===== config.mk =====
export PLATFORM = sky130hd
export DESIGN_NAME = radio_payload_scrambler
export DESIGN_NICKNAME = d
export VERILOG_FILES = /design/src/rps_pkg.sv /design/src/rps_front.sv /design/src/rps_mix.sv /design/src/rps_back.sv /design/src/radio_payload_scrambler.sv
export SDC_FILE = /design/constraint.sdc
export NUM_CORES = 1
export LEC_CHECK = 0
export BUFFER_PORTS_ARGS = -buffer_cell sky130_fd_sc_hd__buf_2
export CORE_ASPECT_RATIO = 1.2
export CORE_MARGIN = 8
export CORE_UTILIZATION = 50
export DETAILED_ROUTE_END_ITERATION = 8
export PLACE_DENSITY = 0.72
export RECOVER_POWER = 100
export SLEW_MARGIN = 40
export SYNTH_ARGS = -nofsm -noshare
export SYNTH_HDL_FRONTEND = slang
export SYNTH_HIERARCHICAL = 1
export SYNTH_SLANG_ARGS = --single-unit

===== constraint.sdc =====
create_clock -name clk -period 3.3 [get_ports clk]
set_input_delay 0.165 -clock clk [delete_from_list [all_inputs] [get_ports clk]]
set_output_delay 0.165 -clock clk [all_outputs]
set_load 0.01 [all_outputs]

===== src/rps_pkg.sv =====
// Shared types, constants and byte functions for the radio payload scrambler.
package rps_pkg;

    localparam int unsigned NumBytes = 8;
    localparam logic [7:0] OffsetStart = 8'hFE;
    localparam logic [7:0] OffsetStep = 8'h22;
    localparam logic [15:0] CountMult = 16'h708F;

    localparam logic OP_ENCODE = 1'b0;
    localparam logic OP_DECODE = 1'b1;

    typedef struct packed {
        logic        op;
        logic [63:0] block_in;
        logic [15:0] key;
        logic [7:0]  packet_count;
    } rps_in_t;

    typedef struct packed {
        logic [63:0] block_out;
        logic [7:0]  expected_parity;
        logic        parity_ok;
    } rps_out_t;

    typedef struct packed {
        logic        op;
        logic [63:0] block;
        logic [15:0] key;
        logic [15:0] num;
    } rps_s1_t;

    typedef struct packed {
        logic        op;
        logic [63:0] block;
        logic [15:0] num;
    } rps_s2_t;

    typedef struct packed {
        logic v1;
        logic v2;
        logic v3;
    } rps_occ_t;

    function automatic logic [3:0] sbox_fwd(input logic [3:0] v);
        logic [3:0] r;
        unique case (v)
            4'h0: r = 4'h8;
            4'h1: r = 4'h2;
            4'h2: r = 4'hd;
            4'h3: r = 4'h1;
            4'h4: r = 4'hf;
            4'h5: r = 4'he;
            4'h6: r = 4'h7;
            4'h7: r = 4'h5;
            4'h8: r = 4'h9;
            4'h9: r = 4'hc;
            4'ha: r = 4'h0;
            4'hb: r = 4'ha;
            4'hc: r = 4'h3;
            4'hd: r = 4'h4;
            4'he: r = 4'hb;
            default: r = 4'h6;
        endcase
        return r;
    endfunction

    function automatic logic [3:0] sbox_inv(input logic [3:0] v);
        logic [3:0] r;
        unique case (v)
            4'h0: r = 4'ha;
            4'h1: r = 4'h3;
            4'h2: r = 4'h1;
            4'h3: r = 4'hc;
            4'h4: r = 4'hd;
            4'h5: r = 4'h7;
            4'h6: r = 4'hf;
            4'h7: r = 4'h6;
            4'h8: r = 4'h0;
            4'h9: r = 4'h8;
            4'ha: r = 4'hb;
            4'hb: r = 4'he;
            4'hc: r = 4'h9;
            4'hd: r = 4'h2;
            4'he: r = 4'h5;
            default: r = 4'h4;
        endcase
        return r;
    endfunction

    function automatic logic [7:0] byte_offset(input logic [2:0] idx);
        return 8'(OffsetStart - 8'(OffsetStep * {5'd0, idx}));
    endfunction

    function automatic logic [7:0] nib_add(input logic [7:0] d, input logic [7:0] r);
        return {4'(d[7:4] + r[7:4]), 4'(d[3:0] + r[3:0])};
    endfunction

    function automatic logic [7:0] nib_sub(input logic [7:0] d, input logic [7:0] r);
        return {4'(d[7:4] - r[7:4]), 4'(d[3:0] - r[3:0])};
    endfunction

    // Bit 7-k is the parity of bytes 2k and 2k+1 together; the low nibble is zero.
    function automatic logic [7:0] pair_parity(input logic [63:0] blk);
        logic [7:0] p;
        p = 8'h00;
        for (int k = 0; k < 4; k++)
        begin
            p[7 - k] = ^blk[63 - 16 * k -: 16];
        end
        return p;
    endfunction

endpackage


===== src/rps_front.sv =====
// First stage: parity and offset add on encode; on decode, inverse substitution and offset removal on bytes 0 and 1.
module rps_front
    import rps_pkg::*;
(
    input  logic    clk,
    input  logic    rst_n,
    input  logic    in_valid,
    output logic    in_ready,
    input  rps_in_t in_data,
    output logic    out_valid,
    input  logic    out_ready,
    output rps_s1_t out_data
);

    logic    valid_reg;
    rps_s1_t data_reg;
    rps_s1_t data_next;

    logic [63:0] enc_blk;
    logic [63:0] dec_blk;
    logic [63:0] par_blk;
    logic [15:0] prod;

    always_comb
    begin
        par_blk = in_data.block_in;
        par_blk[7:0] = pair_parity(in_data.block_in);
        for (int i = 0; i < NumBytes; i++)
        begin
            enc_blk[63 - 8 * i -: 8] = nib_add(par_blk[63 - 8 * i -: 8], byte_offset(3'(i)));
        end
        for (int n = 0; n < 2 * NumBytes; n++)
        begin
            dec_blk[4 * n +: 4] = sbox_inv(in_data.block_in[4 * n +: 4]);
        end
        dec_blk[63:56] = nib_sub(dec_blk[63:56], byte_offset(3'd0));
        dec_blk[55:48] = nib_sub(dec_blk[55:48], byte_offset(3'd1));
        prod = 16'({8'd0, in_data.packet_count} * CountMult);
    end

    always_comb
    begin
        data_next.op = in_data.op;
        data_next.key = in_data.key;
        data_next.num = 16'(16'd0 - prod);
        data_next.block = (in_data.op == OP_DECODE) ? dec_blk : enc_blk;
    end

    assign in_ready = !valid_reg || out_ready;
    assign out_valid = valid_reg;
    assign out_data = data_reg;

    always_ff @(posedge clk or negedge rst_n)
    begin
        if (!rst_n)
        begin
            valid_reg <= 1'b0;
        end
        else if (in_ready)
        begin
            valid_reg <= in_valid;
        end
    end

    always_ff @(posedge clk)
    begin
        if (in_valid && in_ready)
        begin
            data_reg <= data_next;
        end
    end

endmodule


===== src/rps_mix.sv =====
// Second stage: key XOR, and on decode key extraction and offset removal.
module rps_mix
    import rps_pkg::*;
(
    input  logic    clk,
    input  logic    rst_n,
    input  logic    in_valid,
    output logic    in_ready,
    input  rps_s1_t in_data,
    output logic    out_valid,
    input  logic    out_ready,
    output rps_s2_t out_data
);

    logic    valid_reg;
    rps_s2_t data_reg;
    rps_s2_t data_next;

    logic [63:0] enc_blk;
    logic [63:0] dec_blk;
    logic [15:0] dkey;

    always_comb
    begin
        dkey = in_data.block[63:48];
        enc_blk = in_data.block;
        dec_blk = in_data.block;
        for (int i = 1; i < NumBytes / 2; i++)
        begin
            enc_blk[63 - 16 * i -: 16] = in_data.block[63 - 16 * i -: 16] ^ in_data.key;
        end
        dec_blk[63:48] = 16'h0000;
        for (int i = 2; i < NumBytes; i++)
        begin
            dec_blk[63 - 8 * i -: 8] = nib_sub(
                in_data.block[63 - 8 * i -: 8] ^ ((i % 2 == 0) ? dkey[15:8] : dkey[7:0]),
                byte_offset(3'(i)));
        end
    end

    always_comb
    begin
        data_next.op = in_data.op;
        data_next.num = in_data.num;
        data_next.block = (in_data.op == OP_DECODE) ? dec_blk : enc_blk;
    end

    assign in_ready = !valid_reg || out_ready;
    assign out_valid = valid_reg;
    assign out_data = data_reg;

    always_ff @(posedge clk or negedge rst_n)
    begin
        if (!rst_n)
        begin
            valid_reg <= 1'b0;
        end
        else if (in_ready)
        begin
            valid_reg <= in_valid;
        end
    end

    always_ff @(posedge clk)
    begin
        if (in_valid && in_ready)
        begin
            data_reg <= data_next;
        end
    end

endmodule


===== src/rps_back.sv =====
// Third stage: forward substitution on encode, parity check on decode.
module rps_back
    import rps_pkg::*;
(
    input  logic     clk,
    input  logic     rst_n,
    input  logic     in_valid,
    output logic     in_ready,
    input  rps_s2_t  in_data,
    output logic     out_valid,
    input  logic     out_ready,
    output rps_out_t out_data
);

    logic     valid_reg;
    rps_out_t data_reg;
    rps_out_t data_next;

    logic [63:0] enc_blk;
    logic [63:0] chk_blk;
    logic [7:0]  expect_par;

    always_comb
    begin
        for (int n = 0; n < 2 * NumBytes; n++)
        begin
            enc_blk[4 * n +: 4] = sbox_fwd(in_data.block[4 * n +: 4]);
        end
        chk_blk = {in_data.num, in_data.block[47:8], 8'h00};
        expect_par = pair_parity(chk_blk);
    end

    always_comb
    begin
        if (in_data.op == OP_DECODE)
        begin
            data_next.block_out = in_data.block;
            data_next.expected_parity = expect_par;
            data_next.parity_ok = (in_data.block[7:0] == expect_par);
        end
        else
        begin
            data_next.block_out = enc_blk;
            data_next.expected_parity = 8'h00;
            data_next.parity_ok = 1'b0;
        end
    end

    assign in_ready = !valid_reg || out_ready;
    assign out_valid = valid_reg;
    assign out_data = data_reg;

    always_ff @(posedge clk or negedge rst_n)
    begin
        if (!rst_n)
        begin
            valid_reg <= 1'b0;
        end
        else if (in_ready)
        begin
            valid_reg <= in_valid;
        end
    end

    always_ff @(posedge clk)
    begin
        if (in_valid && in_ready)
        begin
            data_reg <= data_next;
        end
    end

endmodule


===== src/radio_payload_scrambler.sv =====
// Top level of the radio payload scrambler: three-stage encode/decode pipeline.
//
// The input channel (in_valid, in_ready, in_data) carries one 8-byte block per
// beat with its operation, encode key and packet counter. The output channel
// (out_valid, out_ready, out_data) returns one beat per input beat, in order,
// with the processed block, and on decode the expected parity and match flag.
// Encode results carry zero in both parity fields.
// Throughput is one beat per cycle while the receiver does not stall; every
// stage holds one beat, so up to three are in flight. The three register
// stages are parity and offset (or inverse substitution), key mixing, then
// substitution (or parity check); each beat passes them in that order.
// Reset clears all stage valid bits; the pipeline comes up empty and ready.
// When the receiver stalls, the output register holds its beat and earlier
// stages keep filling until full, after which in_ready drops.
module radio_payload_scrambler
    import rps_pkg::*;
(
    input  logic     clk,
    input  logic     rst_n,
    input  logic     in_valid,
    output logic     in_ready,
    input  rps_in_t  in_data,
    output logic     out_valid,
    input  logic     out_ready,
    output rps_out_t out_data
);

    logic     s1_valid;
    logic     s1_ready;
    rps_s1_t  s1_data;
    logic     s2_valid;
    logic     s2_ready;
    rps_s2_t  s2_data;
    rps_occ_t occ;

    rps_front u_front (
        .clk       (clk),
        .rst_n     (rst_n),
        .in_valid  (in_valid),
        .in_ready  (in_ready),
        .in_data   (in_data),
        .out_valid (s1_valid),
        .out_ready (s1_ready),
        .out_data  (s1_data)
    );

    rps_mix u_mix (
        .clk       (clk),
        .rst_n     (rst_n),
        .in_valid  (s1_valid),
        .in_ready  (s1_ready),
        .in_data   (s1_data),
        .out_valid (s2_valid),
        .out_ready (s2_ready),
        .out_data  (s2_data)
    );

    rps_back u_back (
        .clk       (clk),
        .rst_n     (rst_n),
        .in_valid  (s2_valid),
        .in_ready  (s2_ready),
        .in_data   (s2_data),
        .out_valid (out_valid),
        .out_ready (out_ready),
        .out_data  (out_data)
    );

    assign occ = '{v1: s1_valid, v2: s2_valid, v3: out_valid};

    // Input back-pressure only appears when every stage holds a beat.
    a_full_when_blocked: assert property (@(posedge clk) disable iff (!rst_n)
        !in_ready |-> (occ.v1 && occ.v2 && occ.v3))
        else $error("input stalled while pipeline has a free stage");

    a_stage1_kept: assert property (@(posedge clk) disable iff (!rst_n)
        (s1_valid && !s1_ready) |=> (s1_valid && $stable(s1_data)))
        else $error("first stage beat lost during stall");

    a_ok_matches: assert property (@(posedge clk) disable iff (!rst_n)
        (out_valid && out_data.parity_ok) |->
            (out_data.block_out[7:0] == out_data.expected_parity))
        else $error("parity flag disagrees with block");

    a_parity_low_zero: assert property (@(posedge clk) disable iff (!rst_n)
        out_valid |-> (out_data.expected_parity[3:0] == 4'h0))
        else $error("expected parity has low nibble set");

endmodule

==> results_tabular.tex <==
\begin{tabular}{lr}
\hline
Metric & Value \\
\hline
\multicolumn{2}{l}{\textbf{Status}} \\
\quad Run status & finished, violations left \\
\quad Failing checks & capacitance limit, slew limit \\
\multicolumn{2}{l}{\textbf{Detailed routing}} \\
\quad Post-detailed-route via-to-cell ratio & 5.30 \\
\quad DRT Pass-1 Iters & 5 \\
\quad Number of vias after detailed routing & 12.8k \\
\quad DRC violation count after routing & 0 \\
\quad Antenna violation net count after detailed routing & 0 \\
\quad Routed WL & 37,900 µm \\
\quad First-iteration detailed-routing DRC count & 953 \\
\quad Routed len/inst & 15.7 µm \\
\multicolumn{2}{l}{\textbf{GRT}} \\
\quad Pin count of the biggest net entering global routing & 92 \\
\quad Vias in the first global route & 11.9k \\
\quad Number of antenna violations at the first check in global routing & 7 \\
\quad First-pass GRT wire length & 59,300 µm \\
\quad Overall track demand over capacity in global routing & 16.7\% \\
\quad Leftover overflow at the end of global routing & 0 \\
\multicolumn{2}{l}{\textbf{Critical path}} \\
\quad Cell breakdown of the critical path & buf\_6 -> inv\_2 -> fa\_1 -> inv\_2 -> ha\_4 -> ha\_2 -> fa\_1 -> inv\_1 -> ha\_2 -> inv\_2 -> fa\_2 -> nor2b\_2 -> o21ai\_2 -> a21oi\_2 -> o211ai\_1 -> a21boi\_2 -> buf\_4 -> o311ai\_2 \\
\quad Source of the worst register-to-register timing path & u\_mix/out\_data[80] \\
\quad Delay of the slowest critical-path stage & 0.55 ns \\
\quad Critical path data arrival time & 3.44 ns \\
\quad Critical path data required time & 3.54 ns \\
\quad Worst path slowest cell & sky130\_fd\_sc\_hd\_\_fa\_1 \\
\quad Destination of the worst register-to-register timing path & u\_back/out\_data[23] \\
\quad Critical Path End Type & flip-flop \\
\quad Start-to-end type of the worst setup path & in -> reg \\
\quad Cell with the most instances on the worst path & sky130\_fd\_sc\_hd\_\_inv\_2 \\
\quad Kind of start point of the critical path & input port \\
\quad Worst-path fanout max & 3 \\
\quad Register-to-Register Setup Slack & 0.28 ns \\
\quad Worst Reg-to-Reg Cells & 7 \\
\multicolumn{2}{l}{\textbf{Pwr}} \\
\quad Net Sw Frac & 32.1\% \\
\quad Power Internal & 8.17 mW \\
\quad Part of the power in combinational logic & 37.2\% \\
\quad Power spent charging and discharging nets & 3.87 mW \\
\quad Total power & 12.0 mW \\
\quad Leakage power of the design & 8.35 nW \\
\quad Part of the power in the clock network & 23.6\% \\
\quad Sequential Power Share & 39.2\% \\
\quad Maximum ir drop on the vdd rail & 0.000360 V \\
\quad Power density over the cells & 583 mW/mm² \\
\multicolumn{2}{l}{\textbf{Synthesis}} \\
\quad Per-instance average area after synthesis & 10.3 µm² \\
\quad Synthesized cell area & 0.0183 mm² \\
\quad Number of distinct library cell variants in the gate-level netlist after synthesis & 76 \\
\quad Yosys Warn Count & 6 \\
\quad Count of mapped cells out of synthesis & 1,769 \\
\quad Number of enable-type register cells in the synthesized netlist & 247 \\
\quad Top FF cell, synth & sky130\_fd\_sc\_hd\_\_edfxtp\_1 \\
\quad Number of storage elements in the synthesis netlist & 250 \\
\quad Post-synthesis async set-or-reset flop share & 1.20\% \\
\quad Sequential share of the synthesized area & 41.0\% \\
\multicolumn{2}{l}{\textbf{STA}} \\
\quad Normalized max-slew margin & -24.3\% \\
\quad Transition time at the pin with the least slew margin & 1.86 ns \\
\quad Slew Viols, Final & 290 \\
\quad Top achievable clock speed & 313 MHz \\
\quad Fin crit share & 96.9\% \\
\quad RSZ-0062 raised after global routing & true \\
\quad Worst clock skew & 0.00937 ns \\
\quad Setup-failing EPs final & 0 \\
\quad Final-report hold violation count & 0 \\
\quad Clock period minus worst slack & 3.20 ns \\
\multicolumn{2}{l}{\textbf{Final layout}} \\
\quad Area added between synthesis and finish & 13.1\% \\
\quad Non-filler cells, final & 2,414 \\
\quad Most common library cell in the layout ignoring fill and taps & sky130\_fd\_sc\_hd\_\_edfxtp\_1 \\
\quad Proportion of layout cells with a drive suffix above 1 & 11.3\% \\
\quad \# nets final & 2,238 \\
\quad Most frequent cells in the layout & sky130\_fd\_sc\_hd\_\_edfxtp\_1 (247), sky130\_fd\_sc\_hd\_\_ha\_1 (190), sky130\_fd\_sc\_hd\_\_inv\_1 (155), sky130\_fd\_sc\_hd\_\_xnor2\_1 (155), sky130\_fd\_sc\_hd\_\_a21oi\_1 (137) \\
\multicolumn{2}{l}{\textbf{Floorplan}} \\
\quad Chip height & 225 µm \\
\quad Floorplan die width & 190 µm \\
\quad Starting Density & 50.8\% \\
\quad Num rows & 76 \\
\quad Placeable core area & 0.0359 mm² \\
\quad Boundary Pins & 168 \\
\quad Die outline area & 0.0429 mm² \\
\multicolumn{2}{l}{\textbf{Place}} \\
\quad Global placer's final weighted congestion & 0.870 \\
\quad Cells after DPL & 2,340 \\
\quad Detailed placer's ending HPWL & 28,700 µm \\
\quad Port Buf Inserts & 163 \\
\multicolumn{2}{l}{\textbf{Clocking}} \\
\quad Number of H-tree levels & 1 \\
\quad Clock-pin transition on the worst setup and hold timing paths & 0.06 ns \\
\quad Clock sink total & 250 \\
\quad Clock tree from TritonCTS & built \\
\quad Clock latency reported for the late side of the worst-skew pair & 0.52 ns \\
\quad Max Root-Sink Buffers & 3 \\
\quad Number of clock buffers inserted by TritonCTS & 25 \\
\quad Cell at the root of the clock tree & sky130\_fd\_sc\_hd\_\_clkbuf\_16 \\
\multicolumn{2}{l}{\textbf{Worst hold path}} \\
\quad Startpoint of the worst hold path & in\_data[33] \\
\quad End of the worst hold path & u\_front/out\_data[41] \\
\quad Tightest Hold Check Type & in -> reg \\
\quad Worst hold path cell count & 2 \\
\multicolumn{2}{l}{\textbf{Job}} \\
\quad Reported max-cap violation count & 5 \\
\hline
\end{tabular}
-- sequential cells by signal, summed over array words and instances, names as in the netlist --
name	count
u_back/out_valid	1
u_mix/out_data	81
u_front/out_valid	1
u_front/out_data	97
u_mix/out_valid	1
u_back/out_data	69
-- through the flow --
step | hold WS, ns | utilization, % | instance area, µm² | setup WS [ns] | TNS (ns)
final | 0.0383 | 57.4 | 20600 | 0.103 | 0
after global routing | 0.0382 | 57.4 | 20600 | -0.0731 | -0.0885
after CTS | 0.0170 | 57.5 | 20700 | -0.00765 | -0.00765
after detailed placement | -0.0355 | 54.7 | 19600 | -0.566 | -2.65
after global placement | -0.0391 | 54.6 | 19600 | -0.510 | -2.23
after floorplan | -0.131 | - | 18400 | -0.239 | -0.598
-- per-layer routing --
| layer | vias to the layer above | share of wire [%] | GRT usage [%] |
|---|---|---|---|
| met4 | 6 | 1.4 | 3.41 |
| met3 | 43 | 5.9 | 3.13 |
| met1 | 6006 | 48 | 23.4 |
| met5 | - | 0.069 | 0 |
| li1 | 6470 | - | - |
| met2 | 272 | 45 | 26.6 |
-- cell usage after synthesis, drive strengths merged, types with 10 or more instances --
library cell | number | area (µm²)
xnor2 | 158 | 1400
o22a | 10 | 87.6
nor2b | 31 | 196
o211ai | 21 | 158
mux2 | 10 | 113
o22ai | 18 | 113
nand2b | 21 | 131
a211oi | 25 | 188
nand2 | 81 | 304
buf | 54 | 347
a21oi | 142 | 711
a31oi | 20 | 125
a21o | 14 | 105
fa | 18 | 360
o21ai | 107 | 536
nor3 | 19 | 95.1
edfxtp | 247 | 7420
o31ai | 11 | 82.6
nand3 | 10 | 50.1
xor2 | 55 | 504
nor2 | 134 | 503
clkbuf | 51 | 200
mux2i | 39 | 390
ha | 203 | 2540
inv | 166 | 623
-- cells by family (layout without fill, tap and decap cells) --
kind of cell	Yosys count	after routing	share of synthesized area, %
AO/OA/AOI/OAI	417	417	13.9
AND/OR/NAND/NOR	340	340	8.80
buffers and inverters	272	442	6.43
flip-flops	250	250	41.0
adder cells (fa/ha/maj)	221	221	15.9
XOR/XNOR	217	217	10.9
multiplexers	51	51	3.00
other	1	8	0.0205
-- critical path, delay by kind of cell --
family,cells,cell delay (ns)
fa+ha+maj,6,2.03
compound gates,5,0.71
buf+inv,6,0.41
simple gates,1,0.13
-- power groups by stage --
stage	sequential, mW	combinational (mW)	clock (mW)
finish	4.72	4.48	2.84
global route	4.79	4.97	3.01
CTS	4.71	4.45	2.90
detailed placement	4.77	4.40	0
global placement	4.75	4.27	0
floorplan	4.64	3.31	0
-- how the worst max path moves through the flow --
stage	start	end	slack (ns)	cells after the start
after global placement	in_data[1]	u_front/out_data[15]	-0.51	18
after CTS	in_data[1]	u_front/out_data[13]	-0.008	18
after detailed placement	in_data[1]	u_front/out_data[13]	-0.57	18
after global routing	in_data[1]	u_front/out_data[13]	-0.07	19
final	in_data[0]	u_front/out_data[13]	0.10	18
after floorplan	in_data[6]	u_front/out_data[15]	-0.24	14
-- layout make-up --
cell class                 count  area (µm²)
antenna                        4        10.0
clock buffer                  31         648
clock inverter                14         180
fill                        3043       15300
inverter                     167         636
multi-input combinational   1250        9820
sequential                   250        7490
tap                          468         586
timing repair buffer         230        1270
-- timing repair --
| action | CTS | global route |
|---|---|---|
| setup endpoints to repair | 2 | 3 |
| pin swaps | 1 | 20 |
| hold buffers | 20 | 1 |
| gates cloned | 0 | 0 |
| buffers inserted | 0 | 4 |
| endpoints found under the hold margin | 21 | 1 |
| resized for setup | 0 | 27 |
No activity file was read; power rests on OpenSTA's default activity.
